$ cat src/design/ride_trip_statistics_top_macros.svh
// Assertion macros for the ride trip statistics top module
`ifndef RIDE_TRIP_STATISTICS_TOP_MACROS_SVH
`define RIDE_TRIP_STATISTICS_TOP_MACROS_SVH

// Same-cycle implication, sampled on the rising clock edge, off during reset
`define RTS_ASSERT_NOW(label, ante, cons, msg) \
   label: assert property (@(posedge clock) disable iff (reset) (ante) |-> (cons)) \
      else $error(msg);

// Next-cycle implication
`define RTS_ASSERT_NEXT(label, ante, cons, msg) \
   label: assert property (@(posedge clock) disable iff (reset) (ante) |=> (cons)) \
      else $error(msg);

`endif

$ cat src/design/rts_pkg.sv
// Shared constants and types of the ride trip statistics block
package rts_pkg;

   localparam int NUM_W = 48;
   localparam int DEN_W = 32;
   localparam int CNT_W = 6;

   localparam logic [2:0] FN_UPDATE = 3'd0;
   localparam logic [2:0] FN_START  = 3'd1;
   localparam logic [2:0] FN_PAUSE  = 3'd2;
   localparam logic [2:0] FN_RESUME = 3'd3;
   localparam logic [2:0] FN_FINISH = 3'd4;
   localparam logic [2:0] FN_NEW    = 3'd5;

   localparam logic [1:0] MODE_IDLE     = 2'd0;
   localparam logic [1:0] MODE_RIDING   = 2'd1;
   localparam logic [1:0] MODE_PAUSED   = 2'd2;
   localparam logic [1:0] MODE_FINISHED = 2'd3;

   localparam logic [1:0] REG_THRESHOLD = 2'd0;
   localparam logic [1:0] REG_CIRC      = 2'd1;
   localparam logic [1:0] REG_PPR       = 2'd2;

   localparam logic [15:0] THRESHOLD_RESET = 16'd300;
   localparam logic [15:0] CIRC_RESET      = 16'd2194;
   localparam logic [7:0]  PPR_RESET       = 8'd1;

   localparam logic [NUM_W-1:0] NUM_MAX = {NUM_W{1'b1}};

   typedef struct packed {
      logic busy;
      logic done;
   } div_stat_type;

endpackage

$ cat src/design/rts_divider.sv
// Shared restoring divider, one quotient bit per cycle
module rts_divider (
   input  logic                            clock,
   input  logic                            reset,
   input  logic                            start,
   input  logic [rts_pkg::NUM_W-1:0]       dividend,
   input  logic [rts_pkg::DEN_W-1:0]       divisor,
   output logic [rts_pkg::NUM_W-1:0]       quotient,
   output rts_pkg::div_stat_type           stat
);

   logic [rts_pkg::NUM_W-1:0] dvd_ff, dvd_in;
   logic [rts_pkg::DEN_W-1:0] dvs_ff, dvs_in;
   logic [rts_pkg::DEN_W-1:0] rem_ff, rem_in;
   logic [rts_pkg::CNT_W-1:0] cnt_ff, cnt_in;
   logic                      busy_ff, busy_in;
   logic                      done_ff, done_in;
   logic [rts_pkg::DEN_W:0]   trial;
   logic [rts_pkg::DEN_W:0]   diff;
   logic                      fits;

   always_comb begin
      trial = {rem_ff, dvd_ff[rts_pkg::NUM_W-1]};
      diff  = trial - {1'b0, dvs_ff};
      fits  = trial >= {1'b0, dvs_ff};
      dvd_in  = dvd_ff;
      dvs_in  = dvs_ff;
      rem_in  = rem_ff;
      cnt_in  = cnt_ff;
      busy_in = busy_ff;
      done_in = 1'b0;
      if (start) begin
         dvd_in  = dividend;
         dvs_in  = divisor;
         rem_in  = '0;
         cnt_in  = rts_pkg::CNT_W'(rts_pkg::NUM_W);
         busy_in = 1'b1;
      end else if (busy_ff) begin
         // shift in the next dividend bit, subtract when it fits
         rem_in  = fits ? diff[rts_pkg::DEN_W-1:0] : trial[rts_pkg::DEN_W-1:0];
         dvd_in  = {dvd_ff[rts_pkg::NUM_W-2:0], fits};
         cnt_in  = cnt_ff - 1'b1;
         if (cnt_ff == rts_pkg::CNT_W'(1)) begin
            busy_in = 1'b0;
            done_in = 1'b1;
         end
      end
   end

   always_ff @(posedge clock) begin
      dvd_ff <= dvd_in;
      dvs_ff <= dvs_in;
      rem_ff <= rem_in;
      cnt_ff <= cnt_in;
      if (reset) begin
         busy_ff <= 1'b0;
         done_ff <= 1'b0;
      end else begin
         busy_ff <= busy_in;
         done_ff <= done_in;
      end
   end

   assign quotient  = dvd_ff;
   assign stat.busy = busy_ff;
   assign stat.done = done_ff;

endmodule

$ cat src/design/ride_trip_statistics_top.sv
// Bike trip computer: ride state, time, distance and speed statistics
//
// Usage:
//  - Input channel req_*: one transaction carries a command (req_tuser) and a
//    timestamp, speed and absolute wheel pulse count (req_tdata). Commands:
//    update, start, pause, resume, finish, new ride; other codes change nothing.
//  - Result channel rsp_*: exactly one transaction per command, holding the
//    statistics after the command took effect.
//  - Configuration port csr_*: stop threshold (0x0), wheel circumference
//    (0x4), pulses per revolution (0x8). Write only while the block is idle.
//  - Processing: the PREP and APPLY states prepare and apply the step; then
//    the shared 48-step divider runs three times, for distance and each
//    average. A zero time base skips its divide.
//  - Flow: req_tready is high only while no command is being worked on, so a
//    new command is taken only after the last one has left the state machine.
//  - A finished result sits in the output register; the next command is
//    taken meanwhile, and its result waits until the receiver takes the old.
//  - Reset clears the ride state, all statistics and the registers to their
//    defaults (300, 2194, 1); the first update after reset only loads time and pulse count.
`include "ride_trip_statistics_top_macros.svh"

module ride_trip_statistics_top (
   input  logic         clock,
   input  logic         reset,
   // req_tdata: now_ms[31:0], speed[47:32], absolute_pulses[79:48]
   input  logic         req_tvalid,
   output logic         req_tready,
   input  logic [79:0]  req_tdata,
   // req_tuser: func[2:0]
   input  logic [2:0]   req_tuser,
   // rsp_tdata: ride_state[1:0], is_moving[2], elapsed_ms[34:3],
   // recording_ms[66:35], moving_ms[98:67], pause_ms[130:99],
   // stopped_ms[162:131], distance_mm[194:163], pulse_total[226:195],
   // max_speed[242:227], avg_moving_speed[258:243],
   // avg_recording_speed[274:259], zero fill[279:275]
   output logic         rsp_tvalid,
   input  logic         rsp_tready,
   output logic [279:0] rsp_tdata,
   input  logic         csr_psel,
   input  logic         csr_penable,
   input  logic         csr_pwrite,
   input  logic [3:0]   csr_paddr,
   input  logic [31:0]  csr_pwdata,
   output logic [31:0]  csr_prdata,
   output logic         csr_pready
);

   typedef enum logic [9:0] {
      ST_IDLE   = 10'b00_0000_0001,
      ST_PREP   = 10'b00_0000_0010,
      ST_APPLY  = 10'b00_0000_0100,
      ST_DSTART = 10'b00_0000_1000,
      ST_DWAIT  = 10'b00_0001_0000,
      ST_MSTART = 10'b00_0010_0000,
      ST_MWAIT  = 10'b00_0100_0000,
      ST_RSTART = 10'b00_1000_0000,
      ST_RWAIT  = 10'b01_0000_0000,
      ST_SEND   = 10'b10_0000_0000
   } state_type;

   state_type state_ff, state_in;

   // configuration
   logic [15:0] thr_ff, thr_in;
   logic [15:0] circ_ff, circ_in;
   logic [7:0]  ppr_ff, ppr_in;

   // captured command
   logic [2:0]  func_ff, func_in;
   logic [31:0] now_ff, now_in;
   logic [15:0] speed_ff, speed_in;
   logic [31:0] abs_ff, abs_in;

   // ride state
   logic [1:0]  mode_ff, mode_in;
   logic        moving_ff, moving_in;
   logic        tv_ff, tv_in;
   logic [31:0] last_time_ff, last_time_in;
   logic [31:0] last_pulse_ff, last_pulse_in;
   logic [31:0] elapsed_ff, elapsed_in;
   logic [31:0] rec_ff, rec_in;
   logic [31:0] mov_ff, mov_in;
   logic [rts_pkg::NUM_W-1:0] num_ff, num_in;
   logic [31:0] pulse_acc_ff, pulse_acc_in;
   logic [15:0] peak_ff, peak_in;

   // prepared step terms
   logic [31:0] dt_ff, dt_in;
   logic [31:0] pulses_ff, pulses_in;
   logic [15:0] spd_eff_ff, spd_eff_in;
   logic [rts_pkg::NUM_W-1:0] prod_ff, prod_in;

   // derived results
   logic [31:0] dist_ff, dist_in;
   logic [15:0] avgm_ff, avgm_in;
   logic [15:0] avgr_ff, avgr_in;

   logic [279:0] rsp_data_ff, rsp_data_in;
   logic         rsp_valid_ff, rsp_valid_in;

   // divider hookup
   logic                       div_start;
   logic [rts_pkg::NUM_W-1:0]  div_dividend;
   logic [rts_pkg::DEN_W-1:0]  div_divisor;
   logic [rts_pkg::NUM_W-1:0]  div_quot;
   rts_pkg::div_stat_type      div_stat;

   rts_divider u_div (
      .clock    (clock),
      .reset    (reset),
      .start    (div_start),
      .dividend (div_dividend),
      .divisor  (div_divisor),
      .quotient (div_quot),
      .stat     (div_stat)
   );

   // helpers
   logic                      csr_wr;
   logic [1:0]                csr_idx;
   logic                      do_upd;
   logic                      riding;
   logic                      paused;
   logic [17:0]               spd_x4;
   logic [17:0]               thr_x3;
   logic                      mov_next;
   logic [rts_pkg::NUM_W-1:0] headroom;
   logic [7:0]                ppr_eff;
   logic [rts_pkg::NUM_W-1:0] dist_x360;
   logic                      out_free;
   logic [31:0]               pause_val;
   logic [31:0]               stop_val;
   logic [31:0]               pulses_new;
   logic                      div_wait;

   assign csr_idx    = csr_paddr[3:2];
   assign csr_wr     = csr_psel && csr_penable && csr_pwrite && csr_pready;
   assign csr_pready = 1'b1;

   always_comb begin
      case (csr_idx)
         rts_pkg::REG_THRESHOLD: csr_prdata = {16'd0, thr_ff};
         rts_pkg::REG_CIRC:      csr_prdata = {16'd0, circ_ff};
         rts_pkg::REG_PPR:       csr_prdata = {24'd0, ppr_ff};
         default:                csr_prdata = '0;
      endcase
   end

   assign riding    = (mode_ff == rts_pkg::MODE_RIDING);
   assign paused    = (mode_ff == rts_pkg::MODE_PAUSED);
   assign do_upd    = (func_ff == rts_pkg::FN_UPDATE)
                   || (func_ff == rts_pkg::FN_PAUSE && riding)
                   || (func_ff == rts_pkg::FN_FINISH && (riding || paused));
   assign spd_x4    = {spd_eff_ff, 2'b00};
   assign thr_x3    = {2'b00, thr_ff} + {1'b0, thr_ff, 1'b0};
   // hysteresis: once moving, stay moving down to three quarters of threshold
   assign mov_next  = moving_ff ? (spd_x4 >= thr_x3) : (spd_eff_ff >= thr_ff);
   assign headroom  = rts_pkg::NUM_MAX - num_ff;
   assign ppr_eff   = (ppr_ff == 8'd0) ? 8'd1 : ppr_ff;
   // 360 = 256 + 64 + 32 + 8
   assign dist_x360 = {8'd0, dist_ff, 8'd0} + {10'd0, dist_ff, 6'd0}
                    + {11'd0, dist_ff, 5'd0} + {13'd0, dist_ff, 3'd0};
   assign out_free  = !rsp_valid_ff || rsp_tready;
   assign pause_val = (elapsed_ff > rec_ff) ? elapsed_ff - rec_ff : 32'd0;
   assign stop_val  = (rec_ff > mov_ff) ? rec_ff - mov_ff : 32'd0;
   // a counter that went backwards adds no pulses
   assign pulses_new = (abs_ff < last_pulse_ff) ? 32'd0 : abs_ff - last_pulse_ff;
   assign div_wait   = state_ff inside {ST_DWAIT, ST_MWAIT, ST_RWAIT};

   assign req_tready = (state_ff == ST_IDLE);
   assign rsp_tvalid = rsp_valid_ff;
   assign rsp_tdata  = rsp_data_ff;

   always_comb begin
      state_in      = state_ff;
      thr_in        = thr_ff;
      circ_in       = circ_ff;
      ppr_in        = ppr_ff;
      func_in       = func_ff;
      now_in        = now_ff;
      speed_in      = speed_ff;
      abs_in        = abs_ff;
      mode_in       = mode_ff;
      moving_in     = moving_ff;
      tv_in         = tv_ff;
      last_time_in  = last_time_ff;
      last_pulse_in = last_pulse_ff;
      elapsed_in    = elapsed_ff;
      rec_in        = rec_ff;
      mov_in        = mov_ff;
      num_in        = num_ff;
      pulse_acc_in  = pulse_acc_ff;
      peak_in       = peak_ff;
      dt_in         = dt_ff;
      pulses_in     = pulses_ff;
      spd_eff_in    = spd_eff_ff;
      prod_in       = prod_ff;
      dist_in       = dist_ff;
      avgm_in       = avgm_ff;
      avgr_in       = avgr_ff;
      rsp_data_in   = rsp_data_ff;
      rsp_valid_in  = rsp_valid_ff && !rsp_tready;
      div_start     = 1'b0;
      div_dividend  = num_ff;
      div_divisor   = {24'd0, ppr_eff};

      if (csr_wr) begin
         case (csr_idx)
            rts_pkg::REG_THRESHOLD: thr_in  = csr_pwdata[15:0];
            rts_pkg::REG_CIRC:      circ_in = csr_pwdata[15:0];
            rts_pkg::REG_PPR:       ppr_in  = csr_pwdata[7:0];
            default: ;
         endcase
      end

      case (state_ff)
         ST_IDLE: begin
            if (req_tvalid) begin
               func_in  = req_tuser;
               now_in   = req_tdata[31:0];
               speed_in = req_tdata[47:32];
               abs_in   = req_tdata[79:48];
               state_in = ST_PREP;
            end
         end
         ST_PREP: begin
            // pause and finish step with zero speed and no new pulses
            dt_in = now_ff - last_time_ff;
            if (func_ff == rts_pkg::FN_UPDATE) begin
               spd_eff_in = speed_ff;
               pulses_in  = pulses_new;
               prod_in    = {16'd0, pulses_new} * {32'd0, circ_ff};
            end else begin
               spd_eff_in = 16'd0;
               pulses_in  = 32'd0;
               prod_in    = '0;
            end
            state_in = ST_APPLY;
         end
         ST_APPLY: begin
            if (do_upd) begin
               if (tv_ff) begin
                  if (riding || paused) elapsed_in = elapsed_ff + dt_ff;
                  if (riding) begin
                     rec_in    = rec_ff + dt_ff;
                     moving_in = mov_next;
                     if (mov_next) mov_in = mov_ff + dt_ff;
                     num_in       = (prod_ff > headroom) ? rts_pkg::NUM_MAX
                                                         : num_ff + prod_ff;
                     pulse_acc_in = pulse_acc_ff + pulses_ff;
                     if (spd_eff_ff > peak_ff) peak_in = spd_eff_ff;
                  end
               end
               tv_in        = 1'b1;
               last_time_in = now_ff;
               if (func_ff == rts_pkg::FN_UPDATE) last_pulse_in = abs_ff;
               if (func_ff == rts_pkg::FN_PAUSE) begin
                  mode_in   = rts_pkg::MODE_PAUSED;
                  moving_in = 1'b0;
               end
               if (func_ff == rts_pkg::FN_FINISH) mode_in = rts_pkg::MODE_FINISHED;
            end
            if (func_ff == rts_pkg::FN_START || func_ff == rts_pkg::FN_NEW) begin
               elapsed_in    = '0;
               rec_in        = '0;
               mov_in        = '0;
               num_in        = '0;
               pulse_acc_in  = '0;
               peak_in       = '0;
               moving_in     = 1'b0;
               mode_in       = (func_ff == rts_pkg::FN_START) ? rts_pkg::MODE_RIDING
                                                             : rts_pkg::MODE_IDLE;
               last_time_in  = now_ff;
               last_pulse_in = abs_ff;
               tv_in         = 1'b1;
            end
            if (func_ff == rts_pkg::FN_RESUME && paused) begin
               mode_in      = rts_pkg::MODE_RIDING;
               last_time_in = now_ff;
               tv_in        = 1'b1;
               moving_in    = 1'b0;
            end
            state_in = ST_DSTART;
         end
         ST_DSTART: begin
            div_start = 1'b1;
            state_in  = ST_DWAIT;
         end
         ST_DWAIT: begin
            if (div_stat.done) begin
               dist_in  = (|div_quot[47:32]) ? 32'hFFFF_FFFF : div_quot[31:0];
               state_in = ST_MSTART;
            end
         end
         ST_MSTART: begin
            div_dividend = dist_x360;
            div_divisor  = mov_ff;
            if (mov_ff == 32'd0) begin
               avgm_in  = 16'd0;
               state_in = ST_RSTART;
            end else begin
               div_start = 1'b1;
               state_in  = ST_MWAIT;
            end
         end
         ST_MWAIT: begin
            if (div_stat.done) begin
               avgm_in  = (|div_quot[47:16]) ? 16'hFFFF : div_quot[15:0];
               state_in = ST_RSTART;
            end
         end
         ST_RSTART: begin
            div_dividend = dist_x360;
            div_divisor  = rec_ff;
            if (rec_ff == 32'd0) begin
               avgr_in  = 16'd0;
               state_in = ST_SEND;
            end else begin
               div_start = 1'b1;
               state_in  = ST_RWAIT;
            end
         end
         ST_RWAIT: begin
            if (div_stat.done) begin
               avgr_in  = (|div_quot[47:16]) ? 16'hFFFF : div_quot[15:0];
               state_in = ST_SEND;
            end
         end
         ST_SEND: begin
            // hold until the output register is free
            if (out_free) begin
               rsp_data_in  = {5'd0, avgr_ff, avgm_ff, peak_ff, pulse_acc_ff, dist_ff,
                               stop_val, pause_val, mov_ff, rec_ff, elapsed_ff,
                               moving_ff, mode_ff};
               rsp_valid_in = 1'b1;
               state_in     = ST_IDLE;
            end
         end
         default: state_in = ST_IDLE;
      endcase
   end

   always_ff @(posedge clock) begin
      func_ff     <= func_in;
      now_ff      <= now_in;
      speed_ff    <= speed_in;
      abs_ff      <= abs_in;
      dt_ff       <= dt_in;
      pulses_ff   <= pulses_in;
      spd_eff_ff  <= spd_eff_in;
      prod_ff     <= prod_in;
      dist_ff     <= dist_in;
      avgm_ff     <= avgm_in;
      avgr_ff     <= avgr_in;
      rsp_data_ff <= rsp_data_in;
      if (reset) begin
         state_ff      <= ST_IDLE;
         thr_ff        <= rts_pkg::THRESHOLD_RESET;
         circ_ff       <= rts_pkg::CIRC_RESET;
         ppr_ff        <= rts_pkg::PPR_RESET;
         mode_ff       <= rts_pkg::MODE_IDLE;
         moving_ff     <= 1'b0;
         tv_ff         <= 1'b0;
         last_time_ff  <= '0;
         last_pulse_ff <= '0;
         elapsed_ff    <= '0;
         rec_ff        <= '0;
         mov_ff        <= '0;
         num_ff        <= '0;
         pulse_acc_ff  <= '0;
         peak_ff       <= '0;
         rsp_valid_ff  <= 1'b0;
      end else begin
         state_ff      <= state_in;
         thr_ff        <= thr_in;
         circ_ff       <= circ_in;
         ppr_ff        <= ppr_in;
         mode_ff       <= mode_in;
         moving_ff     <= moving_in;
         tv_ff         <= tv_in;
         last_time_ff  <= last_time_in;
         last_pulse_ff <= last_pulse_in;
         elapsed_ff    <= elapsed_in;
         rec_ff        <= rec_in;
         mov_ff        <= mov_in;
         num_ff        <= num_in;
         pulse_acc_ff  <= pulse_acc_in;
         peak_ff       <= peak_in;
         rsp_valid_ff  <= rsp_valid_in;
      end
   end

   `RTS_ASSERT_NEXT(a_accept_prep, req_tvalid && req_tready, state_ff == ST_PREP, "no prep")
   `RTS_ASSERT_NOW(a_start_idle_div, div_start, !div_stat.busy, "divider started while busy")
   `RTS_ASSERT_NOW(a_done_in_wait, div_stat.done, div_wait, "divider done outside a wait")
   `RTS_ASSERT_NEXT(a_send_loads, state_ff == ST_SEND && out_free, rsp_tvalid, "result lost")

endmodule

$ cat config.mk
export PLATFORM = sky130hd
export DESIGN_NAME = ride_trip_statistics_top
export DESIGN_NICKNAME = d
export VERILOG_FILES = /design/src/design/rts_pkg.sv /design/src/design/rts_divider.sv /design/src/design/ride_trip_statistics_top.sv
export VERILOG_INCLUDE_DIRS = /design/src /design/src/design
export SDC_FILE = /design/constraint.sdc
export NUM_CORES = 2
export LEC_CHECK = 0
export ABC_AREA = 1
export BUFFER_PORTS_ARGS = -buffer_cell sky130_fd_sc_hd__clkbuf_2
export CORE_MARGIN = 2
export CORE_UTILIZATION = 60
export CTS_BUF_LIST = sky130_fd_sc_hd__clkbuf_4
export DETAILED_ROUTE_END_ITERATION = 12
export GPL_TIMING_DRIVEN = 0
export PLACE_DENSITY = 0.87
export SLEW_MARGIN = 20
export SYNTH_ARGS = -nofsm -noshare
export SYNTH_HDL_FRONTEND = slang
export SYNTH_SLANG_ARGS = --single-unit
$ cat constraint.sdc
create_clock -name clock -period 42.1 [get_ports clock]
set_input_delay 8.42 -clock clock [delete_from_list [all_inputs] [get_ports clock]]
set_output_delay 8.42 -clock clock [all_outputs]
set_load 0.01 [all_outputs]
# Word-level counts from Yosys, hierarchy flattened
# Index checks and enable logic that the tools add are counted.
# word_totals
reg_bits	981
wordCells	222
# classes
addsub	16
multipliers	1
order_cmp	8
eq_ne	27
mux	80
bitwise	1
n_reduce_logical	53
# op_table
operator	n
two-way mux 32 bit	25
two-way mux 48 bit	8
subtractor 32 bit	5
two-way mux 16 bit	9
adder 32 bit	4
one-hot mux 10 bit (10 select lines)	1
> comparator 32 bit	2
logical NOT 32 bit	2
one-hot mux 16 bit (2 select lines)	2
one-hot mux 32 bit (2 select lines)	1
two-way mux 10 bit	6
adder 48 bit	1
> comparator 48 bit	1
multiplier 32 x 16 -> 48 bit	1
one-hot mux 16 bit (3 select lines)	1
subtractor 48 bit, first input constant	1
adder 42 x 35 -> 43 bit	1
adder 41 x 37 -> 42 bit	1
adder 40 x 38 -> 41 bit	1
greater-or-equal comparator 33 x 32 -> 1 bit	1
< comparator 32 bit	1
OR reduction 32 bit	1
nonzero test 2 bit	10
two-way mux 1 bit	19
42 further kinds	81

# Depth between registers and ports, before layout
# depth
ltp_word	9
depth_mapped	40

# By module
# From an unflattened synthesis, not the netlist that was laid out.
# unflattened
hier_cells	10291
hier_area_um2	79660.2
# by_module_without_submodules
module	n_inst	cells_per_inst	area_each_um2	seq_area_each_um2
ride_trip_statistics_top	1	9229	72139.2	22741.8
rts_divider	1	1062	7521.0	3203.1

# Worst setup path after synthesis
# Ideal clock, no wire load.
# synth_timing
kind	input to register
startpoint	input port rsp_tready
endpoint	register rsp_data_ff[0], in the netlist rsp_tdata[0] (enable)
setup_time_ns	1.005
arrival_ns	21.683
required_time_ns	41.095
path_slack_ns	19.412
path_stages	2
n_path_buf	0
cell_sequence	inv_1 > a21oi_1
# synth_via
elab_chain_len	2
# synth_lines
item	line_no	source
from (decl)	ride_trip_statistics_top.sv:37	input logic rsp_tready,
logical OR 1 bit	ride_trip_statistics_top.sv:163	assign out_free = !rsp_valid_ff || rsp_tready;
AND reduction 2 bit (no source line)	n/a	
to (signal assigned)	ride_trip_statistics_top.sv:355	rsp_data_ff <= rsp_data_in;
to (decl)	ride_trip_statistics_top.sv:98	logic [279:0] rsp_data_ff, rsp_data_in;
# Every way passes these cells.
# A chain may end at the register's enable or synchronous reset.

# Worst setup path in the final report
# layout_timing
startpoint	input port csr_paddr[2]
endpoint	output port csr_prdata[0]
# layout_via
elab_chain_len	2
word_cells_on_any_way	4
cone_classes	2 x eq/ne; 1 x mux; 1 x reduce/logical
# layout_lines
item	line_no	source
from (decl)	ride_trip_statistics_top.sv:42	input logic [3:0] csr_paddr,
equality test 2 bit (tied with other cells)	ride_trip_statistics_top.sv:141	case (csr_idx)
one-hot mux 16 bit (3 select lines) (*)	ride_trip_statistics_top.sv:141	
to (decl)	ride_trip_statistics_top.sv:44	output logic [31:0] csr_prdata,
# Mark *: on every way between the ends. The rest lies on a longest branch, timed or not.

==> out/qor.txt <==
Slew headroom = 0.191
Synth Area in XOR/XNOR = 0.0184
Vias/cell = 6.08
Bufs and invs on worst path = 5
Cts hold-fix bufs = 0
Clock slew at reported path FFs = 0.06 ns
Syn-to-layout area delta = 10.4%
Setup violators final = 0
Final wirelength = 301000 µm
GRT Residual Overflow = 0
Routed Antenna Nets = 0
Max Cap Viol = 0
Layout Utilization = 0.665
Simple-Gate Fraction of Synth Area = 0.240
CTS Buffer Depth = 4
# DRC = 0
Final period util = 0.435
Final Hold Fails = 0
Clock skew = 0.127 ns
Max VDD drop = 73.8 µV
Mux cell area share after synthesis = 0
Post-CTS Setup Repair Bufs = 0
Top cell type by total area after synthesis = edfxtp_1
CTS buffer count = 275
Die area = 134000 µm²
Die width = 367 µm
Cell Pwr Density = 48.6 nW/µm²
Max Freq = 54.6 MHz
Static leakage = 0.0392 µW
Main synth FF type = edfxtp_1
Flops & latches, synth = 981
CP top delay family = buffers and inverters
Mapped Area = 78900 µm²
CP Class = in2out
Final nets = 12.0k
Total power = 4240 µW
Fin Setup TNS = 0 ns
Worst skew pair latency = 1.34 ns
Most frequent CP cell = clkbuf_2
Worst Path Required = 33.68 ns
Syn avg cell area = 7.85 µm²
First-pass GRT wire length = 444000 µm
Initial antenna violation count = 8
Critical Path Source Type = input pin
Crit path cell chain = clkbuf_2 > inv_1 > nor2_1 > clkinv_1 > clkbuf_1 > o211ai_1 > clkbuf_2
Drt first-iter violations = 10.1k
DR vias = 77.4k
Warnings from Yosys = 0
Worst hold slack = 0.392 ns
Clk sinks = 981
RSZ-0062 raised after global routing = no
Crit path time final = 18.30 ns
Status = complete, no violations
EDFF count, synth = 630
Post-synthesis adder-cell area fraction = 0.212
CTS tree = yes
Synth area leaders = edfxtp_1, fa_1, nand2_1
Die Ht = 367 µm
Num rows = 133
Max incr delay on CP = 0.43 ns
Count of input and output buffers = 399
Ys async rst share = 0
Worst setup margin = 23.80 ns
Layout cell share with drive strength beyond 1 = 0.0975
DP Worst Slack = 23.87 ns
Vias in the first global route = 74.5k
Fin. max-slew vios = 0
H-tree depth = 5
Min-Delay Path Class = reg2reg
Routed length per instance = 23.6 µm
Mapped Cells = 10.1k
Root Buffer Master = clkbuf_4
Sequential area share after synthesis = 0.329
Largest family of logic cells by synthesized area = simple AND/OR/NAND/NOR gates
Unique masters post-synth = 60
Crit end category = output port
Arr. time, crit path = 9.88 ns
Tightest Pin Transition = 1.21 ns
Synth Area in Compound Gates = 0.112
Share of the synthesized area in the top cell type = 0.240
# IOs = 441
Core area = 131000 µm²
Effective utilization at floorplan = 0.603
Final HPWL DP = 243000 µm
Crit Path Max Fanout = 10
Maximum number of pins on one net before global-route repair = 42
Aggregate global-route resource usage = 0.439
CTS resizes = 0
Slowest CP cell = o211ai_1
Gpl congestion = 1.10
1st-pass router iterations = 9
==> synth_stat cells, types with 7 or more instances <==
cell type	number
clkinv_1	18
a31oi_1	36
buf_2	68
o21ai_1	16
dfxtp_1	351
nor3b_1	9
nand3_1	523
or2_2	44
xor2_1	78
inv_1	1453
nand3b_1	73
nor3_1	109
edfxtp_1	630
ha_1	559
a21oi_1	872
buf_4	39
o211ai_1	21
a21o_1	45
o221ai_1	18
xnor2_1	88
o21a_1	39
buf_6	8
inv_2	10
a21boi_0	14
buf_1	8
nand4_1	299
o22ai_1	36
fa_1	488
nand2_2	7
o21ai_0	436
nor2_1	1089
clkbuf_1	177
nor4_1	31
nand2_1	2230
nand3_2	10
o21bai_1	66
==> final timing paths <==
| path | startpoint | to | slack (ns) | cells past startpoint |
|---|---|---|---|---|
| max | csr_paddr[2] | csr_prdata[0] | 23.80 | 7 |
| min | avgm_ff[1] | rsp_tdata[244] | 0.39 | 0 |
| max reg2reg | abs_ff[0] | prod_ff[40] | 33.25 | 36 |
| min reg2reg | avgm_ff[1] | rsp_tdata[244] | 0.39 | 0 |
==> sequential cells by signal, summed over array words and instances (netlist names), 48 cells and up <==
signal	cells
u_div.quotient	48
num_ff	48
prod_ff	48
rsp_tdata	275
==> layout make-up <==
cell class / instances / area, µm²
multi-input combinational: 7309 / 46100
fill: 11200 / 43800
sequential: 981 / 25900
inverter: 1481 / 5560
clock buffer: 399 / 3000
timing repair buffer: 431 / 2560
tap: 1755 / 2200
buffer: 300 / 1420
clock inverter: 70 / 352
antenna: 9 / 22.5
==> cells in the final DEF (no fill, tap or decap), types with 22 or more instances in the layout <==
master    count
dfxtp_1     351
inv_1      1452
nand4_1     299
nand2_1    2230
o21ai_0     436
xnor2_1      88
o21a_1       39
clkbuf_4    399
buf_4        43
conb_1       22
nand3b_1     73
o22ai_1      36
clkbuf_2    401
nand3_1     523
a21o_1       45
nor2_1     1087
or2_2        44
buf_2        76
edfxtp_1    630
clkbuf_1    175
clkinv_1     60
xor2_1       78
a31oi_1      36
a21oi_1     871
fa_1        488
nor3_1      109
o21bai_1     66
ha_1        559
nor4_1       30
==> metal layers <==
| metal | track usage | up-vias | wire, µm |
|---|---|---|---|
| li1 | - | 34700 | - |
| met2 | 0.670 | 5262 | 129000 |
| met4 | 0.275 | 6 | 22400 |
| met3 | 0.109 | 1177 | 36100 |
| met1 | 0.562 | 36300 | 113000 |
| met5 | 0 | - | 40 |
==> kinds of logic after synthesis <==
kind of cell / Yosys count
AND/OR/NAND/NOR: 4452
adder cells (fa/ha/maj): 1047
buffers and inverters: 1781
other: 2
flip-flops: 981
AO/OA/AOI/OAI: 1622
XOR/XNOR: 166
==> per-stage QoR <==
stage | area, µm² | std cells
CTS | 87100 | 12700
floorplan | 79000 | 10100
finish | 87200 | 12700
global route | 87100 | 12700
detailed placement | 83800 | 12300
global placement | 83200 | 12200
==> power by group <==
| group | switching (µW) | internal [µW] | leakage (µW) |
|---|---|---|---|
| logic | 1540 | 724 | 0.0285 |
| registers | 30.0 | 1060 | 0.00860 |
| clock network | 428 | 448 | 0.00203 |
Note: power is estimated with default switching activity, not from simulation.
